$ cat config.mk
export PLATFORM = sky130hd
export DESIGN_NAME = radix_digit_converter_core
export DESIGN_NICKNAME = d
export VERILOG_FILES = /design/src/rtl/core/rdc_pkg.sv /design/src/rtl/core/rdc_div_unit.sv /design/src/rtl/core/radix_digit_converter_core.sv
export SDC_FILE = /design/constraint.sdc
export NUM_CORES = 1
export LEC_CHECK = 0
export BUFFER_PORTS_ARGS = -buffer_cell sky130_fd_sc_hd__buf_2
export CORE_ASPECT_RATIO = 0.6
export CORE_UTILIZATION = 67
export DETAILED_ROUTE_END_ITERATION = 8
export HOLD_SLACK_MARGIN = 0.06
export MAX_ROUTING_LAYER = met4
export PLACE_DENSITY = 0.87
export SYNTH_ARGS = -nofsm -noshare
export SYNTH_HDL_FRONTEND = slang
export SYNTH_SLANG_ARGS = --single-unit
$ cat constraint.sdc
create_clock -name i_clk -period 21.3 [get_ports i_clk]
set_input_delay 3.195 -clock i_clk [delete_from_list [all_inputs] [get_ports i_clk]]
set_output_delay 3.195 -clock i_clk [all_outputs]
set_load 0.05 [all_outputs]
$ cat src/rtl/core/rdc_pkg.sv
// ----------------------------------------------------------------------------
// rdc_pkg
// Shared constants, types and the digit-to-ASCII function of the radix
// digit converter.
// ----------------------------------------------------------------------------
package rdc_pkg;

    localparam int VALUE_BITS = 32;
    localparam int MAX_DIGITS = 32;
    localparam int BASE_W     = 6;
    localparam int CHAR_W     = 7;

    localparam int BASE_MIN = 2;
    localparam int BASE_MAX = 36;

    // divider retires this many quotient bits per cycle
    localparam int STEP_BITS  = 4;
    localparam int DIV_STEPS  = (VALUE_BITS + STEP_BITS - 1) / STEP_BITS;
    localparam int DIV_BITS   = DIV_STEPS * STEP_BITS;
    localparam int STEP_CNT_W = $clog2(DIV_STEPS);
    localparam int DIG_IDX_W  = $clog2(MAX_DIGITS);

    localparam logic [CHAR_W-1:0] CHAR_ZERO  = 7'h30;
    localparam logic [CHAR_W-1:0] CHAR_ALPHA = 7'h41;
    localparam logic [BASE_W-1:0] DEC_DIGITS = 6'd10;

    typedef struct packed {
        logic                start;
        logic [DIV_BITS-1:0] dividend;
        logic [BASE_W-1:0]   divisor;
    } t_div_req;

    typedef struct packed {
        logic                done;
        logic [DIV_BITS-1:0] quotient;
        logic [BASE_W-1:0]   remainder;
    } t_div_rsp;

    function automatic logic [CHAR_W-1:0] digit_to_char(input logic [BASE_W-1:0] d);
        logic [CHAR_W-1:0] ch;
        if (d < DEC_DIGITS) begin
            ch = CHAR_ZERO + CHAR_W'(d);
        end else begin
            ch = CHAR_ALPHA + CHAR_W'(d - DEC_DIGITS);
        end
        return ch;
    endfunction

endpackage

$ cat src/rtl/core/rdc_div_unit.sv
// ----------------------------------------------------------------------------
// rdc_div_unit
// Iterative restoring divider: wide dividend by a 6-bit divisor, STEP_BITS
// quotient bits per cycle. Pulses done with quotient and remainder.
// ----------------------------------------------------------------------------
module rdc_div_unit
    import rdc_pkg::*;
(
    input  logic     i_clk,
    input  logic     i_rst_n,
    input  t_div_req i_req,
    output t_div_rsp o_rsp
);

    logic [DIV_BITS-1:0]   r_quo, n_quo;
    logic [BASE_W-1:0]     r_rem, n_rem;
    logic [BASE_W-1:0]     r_div;
    logic [STEP_CNT_W-1:0] r_cnt;
    logic                  r_busy;
    logic                  r_done;
    logic [BASE_W:0]       trial;

    // remainder stays below the divisor, so it always fits BASE_W bits
    always_comb begin
        n_quo = r_quo;
        n_rem = r_rem;
        trial = '0;
        for (int i = 0; i < STEP_BITS; i++) begin
            trial = {n_rem, n_quo[DIV_BITS-1]};
            n_quo = {n_quo[DIV_BITS-2:0], 1'b0};
            if (trial >= {1'b0, r_div}) begin
                trial    = trial - {1'b0, r_div};
                n_quo[0] = 1'b1;
            end
            n_rem = trial[BASE_W-1:0];
        end
    end

    always_ff @(posedge i_clk) begin
        if (!i_rst_n) begin
            r_busy <= 1'b0;
            r_done <= 1'b0;
            r_cnt  <= '0;
        end else begin
            r_done <= 1'b0;
            if (i_req.start) begin
                r_busy <= 1'b1;
                r_cnt  <= '0;
            end else if (r_busy) begin
                r_cnt <= r_cnt + 1'b1;
                if (r_cnt == STEP_CNT_W'(DIV_STEPS - 1)) begin
                    r_busy <= 1'b0;
                    r_done <= 1'b1;
                end
            end
        end
    end

    always_ff @(posedge i_clk) begin
        if (i_req.start) begin
            r_quo <= i_req.dividend;
            r_rem <= '0;
            r_div <= i_req.divisor;
        end else if (r_busy) begin
            r_quo <= n_quo;
            r_rem <= n_rem;
        end
    end

    assign o_rsp.done      = r_done;
    assign o_rsp.quotient  = r_quo;
    assign o_rsp.remainder = r_rem;

endmodule

$ cat src/rtl/core/radix_digit_converter_core.sv
// ----------------------------------------------------------------------------
// radix_digit_converter_core
// Converts a signed integer to ASCII digits in base 2..36, most significant
// digit first, one digit word per strobe.
// ----------------------------------------------------------------------------
// A word is taken when start is high and busy is low. The magnitude is
// divided by the base once per digit in a shared divider that retires four
// quotient bits a cycle; the digits are then sent from a digit stack, one per
// cycle, with o_last on the final one. A zero value or a bad base gives a
// single word on the next cycle and keeps busy low. Results appear on o_valid
// for exactly one cycle and cannot be held off, so the receiver must take
// every word as it comes.
// ----------------------------------------------------------------------------
module radix_digit_converter_core
    import rdc_pkg::*;
(
    input  logic                  i_clk,
    input  logic                  i_rst_n,
    input  logic                  start,
    output logic                  busy,
    input  logic [VALUE_BITS-1:0] i_value,
    input  logic [BASE_W-1:0]     i_base,
    output logic                  o_valid,
    output logic [CHAR_W-1:0]     o_digit_char,
    output logic                  o_is_negative,
    output logic                  o_bad_base,
    output logic                  o_last
);

    localparam logic [1:0] S_IDLE = 2'd0;
    localparam logic [1:0] S_DIV  = 2'd1;
    localparam logic [1:0] S_EMIT = 2'd2;

    logic [1:0]            r_state;
    logic [DIG_IDX_W-1:0]  r_cnt;
    logic                  r_neg;
    logic [BASE_W-1:0]     r_base;
    logic [BASE_W-1:0]     r_digs [MAX_DIGITS];

    logic                  r_out_valid;
    logic [CHAR_W-1:0]     r_out_char;
    logic                  r_out_neg;
    logic                  r_out_bad;
    logic                  r_out_last;

    logic                  accept;
    logic                  in_neg;
    logic [VALUE_BITS-1:0] in_mag;
    logic                  in_bad;
    logic                  div_more;
    t_div_req              div_req;
    t_div_rsp              div_rsp;

    assign busy    = (r_state != S_IDLE);
    assign accept  = start && !busy;
    assign in_neg  = i_value[VALUE_BITS-1];
    assign in_mag  = in_neg ? (~i_value + 1'b1) : i_value;
    assign in_bad  = !(i_base inside {[BASE_MIN:BASE_MAX]});

    // another division follows unless the quotient ran out or the stack is full
    assign div_more = (r_state == S_DIV) && div_rsp.done && (div_rsp.quotient != '0)
                      && (r_cnt != DIG_IDX_W'(MAX_DIGITS - 1));

    always_comb begin
        div_req.start    = 1'b0;
        div_req.dividend = div_rsp.quotient;
        div_req.divisor  = r_base;
        if (accept && !in_bad && (in_mag != '0)) begin
            div_req.start    = 1'b1;
            div_req.dividend = DIV_BITS'(in_mag);
            div_req.divisor  = i_base;
        end else if (div_more) begin
            div_req.start = 1'b1;
        end
    end

    rdc_div_unit u_div (
        .i_clk   (i_clk),
        .i_rst_n (i_rst_n),
        .i_req   (div_req),
        .o_rsp   (div_rsp)
    );

    always_ff @(posedge i_clk) begin
        if (!i_rst_n) begin
            r_state     <= S_IDLE;
            r_cnt       <= '0;
            r_out_valid <= 1'b0;
        end else begin
            r_out_valid <= 1'b0;
            case (r_state)
                S_IDLE: begin
                    if (accept) begin
                        r_cnt <= '0;
                        if (in_bad || (in_mag == '0)) begin
                            r_out_valid <= 1'b1;
                        end else begin
                            r_state <= S_DIV;
                        end
                    end
                end
                S_DIV: begin
                    if (div_rsp.done) begin
                        if (div_more) begin
                            r_cnt <= r_cnt + 1'b1;
                        end else begin
                            r_state <= S_EMIT;
                        end
                    end
                end
                S_EMIT: begin
                    r_out_valid <= 1'b1;
                    r_cnt       <= r_cnt - 1'b1;
                    if (r_cnt == '0) begin
                        r_state <= S_IDLE;
                    end
                end
                default: begin
                    r_state <= S_IDLE;
                end
            endcase
        end
    end

    // payload side: digit stack, sign and output word
    always_ff @(posedge i_clk) begin
        if (accept) begin
            r_neg      <= in_neg;
            r_base     <= i_base;
            r_out_neg  <= in_neg;
            r_out_bad  <= in_bad;
            r_out_last <= 1'b1;
            r_out_char <= in_bad ? '0 : CHAR_ZERO;
        end
        if ((r_state == S_DIV) && div_rsp.done) begin
            r_digs[r_cnt] <= div_rsp.remainder;
        end
        if (r_state == S_EMIT) begin
            r_out_char <= digit_to_char(r_digs[r_cnt]);
            r_out_neg  <= r_neg;
            r_out_bad  <= 1'b0;
            r_out_last <= (r_cnt == '0);
        end
    end

    assign o_valid       = r_out_valid;
    assign o_digit_char  = r_out_char;
    assign o_is_negative = r_out_neg;
    assign o_bad_base    = r_out_bad;
    assign o_last        = r_out_last;

endmodule

==> impl_metrics.yaml <==
flow_run:
  drv_cap: 0
sta:
  worst_slew_pin_slew_ns: 1.23
  slew_violations: 0
  setup_tns_ns: 0
  fin_crit_sh_pct: 43.7
  min_period_ns: 9.30
  hold_viol: 0
  fmaxAchievable_mhz: 108
  setup_viol: 0
  setup_ws_ns: 12.00
  max-slew-margin-rel_pct: 17.6
  finClkSkew_ns: 0.0219
  rsz0062_at_grt: "no"
die:
  dieHeight_um: 113
  die_x_um: 187
  core_sq_mm: 0.0201
  start_util_pct: 68.6
  rows: 40
  dieArea_sq_mm: 0.0211
  pin_count: 53
clock_tree:
  post-cts-setup-buffers: 0
  insertion_delay_ns: 0.53
  cts_buffer_depth: 3
  clkTransAtPathRegs_ns: 0.07
  cts_buffers: 25
  clock-root-buffer: "clkbuf_16"
  cts_hold_buf: 0
  cts_resized: 0
  htree_levels: 1
  cts_tree: "yes"
  cts_num_sinks: 271
hold_path:
  holdCritStartpoint: "o_bad_base"
  whs_path_depth: 1
  hold_class: "reg2reg"
  whs_endpoint: "o_bad_base"
logic_synthesis:
  netlist-cell-type-count: 89
  syn-cell-area_sq_mm: 0.0138
  syn_inst: 998
  yosysTopAreaCell: "edfxtp_1"
  ys_top_cells_by_area: "edfxtp_1 54%, mux4_2 9.8%, dfxtp_1 3.6%"
  async_reset_ff_share_pct: 0
  synth_ff_type: "edfxtp_1"
  yosysTopAreaCellShare_pct: 53.6
  yosys_warnings: 0
  synth_fp_nets: 1082
  synth_seq_cells: 271
  synth_enable_flop_cells: 246
  synth.avg_cell_area_sq_um: 13.8
  synth-seq-area-share_pct: 57.3
drt:
  remaining_drc_errors: 0
  wire_per_inst_um: 25.5
  wl_um: 34000
  drt-vias-per-instance: 6.91
  drt-pass1-iter-count: 6
  routed-via-count: 9207
  drt-initial-drc-count: 1360
  ant_nets: 0
global_routing:
  busiest_layer: "met1"
  grt_use_total_pct: 33.8
  grt_pass1_wl_um: 51900
  gr-total-overflow: 0
  grt_use_met3_pct: 6.14
  use_met2_pct: 46.1
  met1_usage_pct: 54.1
  grt_pass1_vias: 8569
  antenna_found_initial: 1
  grt_max_degree: 50
pwr:
  pwr_density_cell_mw_per_mm2: 145
  leakagePower_nw: 5.21
  finalPower_mw: 2.19
  ir_drop_uv: 174
critical_path:
  startpoint_type: "register"
  crit_type: "reg2reg"
  cp_data_required_time_ns: 21.74
  cp_slowest_cell: "dfxtp_1"
  regToRegStartpoint: "u_div.r_rem[4]"
  worst_ep_arrival_time_ns: 9.74
  r2r_slack_ns: 12.00
  critPathMaxStageDelay_ns: 1.14
  r2r_cells: 29
  worstReg2RegEnd: "u_div.r_rem[0]"
  critPathMaxFanout: 34
  end_kind: "register"
place:
  place_ws_ns: 12.20
  port_buffers: 52
  gp_congestion: 1.01
  dp_cells: 1286
  dp_hpwl_um: 22800
run_status:
  run_status: "completed"
final_layout:
  nets: 1124
  area_growth_pct: 9.33
  final_cells: 1333
  final_core_util_pct: 75.0
  drive_above_1_share_pct: 19.7
## per-stage QoR
stage                     hold WS [ns]  cell area, sq um
final                            0.522             15100
after global placement           0.499             14200
after detailed placement         0.508             14200
after floorplan                  0.500             13800
after CTS                        0.523             15100
after global routing             0.553             15100
## Yosys cell counts, drive strengths merged (18+ instances only)
cell / n
a21oi: 41
buf: 19
clkbuf: 28
dfxtp: 25
edfxtp: 246
ha: 38
inv: 33
mux2i: 32
mux4: 60
nand2: 90
nor2: 71
nor3: 21
nor4: 19
o21ai: 36
xnor2: 18
xor2: 30
## metal layers
metal,share of wire (%),wire length (um)
met3,13,4270
met1,44,15000
met5,0,0
met2,42,14300
met4,1.4,472
## critical path: cells and delay by family, from the launching register on
family | cells | cell delay [ns]
adder cells (fa/ha/maj) | 4 | 1.34
buffers and inverters | 2 | 0.19
AO/OA/AOI/OAI | 18 | 5.29
multiplexers | 3 | 1.01
AND/OR/NAND/NOR | 2 | 0.26
flip-flops | 1 | 1.14
## logic make-up (layout without fill, tap and decap cells)
logic type | count (synthesis) | in the layout | share of synthesized area (%)
buffers and inverters | 82 | 143 | 2.50
AND/OR/NAND/NOR | 287 | 287 | 11.2
flip-flops | 271 | 271 | 57.3
AO/OA/AOI/OAI | 162 | 162 | 8.53
multiplexers | 105 | 105 | 13.2
adder cells (fa/ha/maj) | 43 | 43 | 4.18
other | 0 | 1 | 0
XOR/XNOR | 48 | 48 | 3.05
## layout by cell type (no fill, tap or decap), types with 23 or more instances in the layout
cell / instances
dfxtp_1: 23
nand2_1: 90
inv_1: 33
o21ai_0: 24
mux2i_1: 32
buf_2: 52
mux4_2: 60
a21oi_1: 39
xor2_1: 30
nor2_1: 71
edfxtp_1: 246
clkbuf_16: 26
ha_1: 38
## worst max-delay path by stage
stage / cells past startpoint / endpoint / slack [ns] / from
floorplan: 32 / u_div.r_rem[0] / 13.78 / u_div.r_rem[3]
global placement: 28 / u_div.r_rem[0] / 12.62 / u_div.r_rem[4]
detailed placement: 28 / u_div.r_rem[0] / 12.20 / u_div.r_rem[4]
CTS: 28 / u_div.r_rem[0] / 12.15 / u_div.r_rem[4]
global route: 28 / u_div.r_rem[0] / 11.47 / u_div.r_rem[4]
finish: 29 / u_div.r_rem[0] / 12.00 / u_div.r_rem[4]
## power breakdown
group	switching [mW]	total (mW)	internal, mW
clock network	0.192	0.440	0.247
registers	0.0357	0.707	0.671
logic	0.646	1.04	0.395
## final cells by class
type / count / area, sq um
timing repair buffer: 62 / 335
clock buffer: 35 / 714
clock inverter: 11 / 87.6
sequential: 271 / 7890
multi-input combinational: 645 / 5550
tap: 273 / 342
antenna: 1 / 2.50
inverter: 35 / 131
fill: 1218 / 5010
## sequential cells by signal, summed over array words and instances, names as in the netlist, named ones only
name           flops
u_div.r_done       1
o_valid            1
o_is_negative      1
o_bad_base         1
r_base             6
u_div.r_quo       32
r_state            2
u_div.r_cnt        3
r_cnt              5
o_last             1
u_div.r_rem        6
u_div.r_busy       1
r_digs           192
u_div.r_div        6
r_neg              1
o_digit_char       7
(Power assumes the default switching activity.)
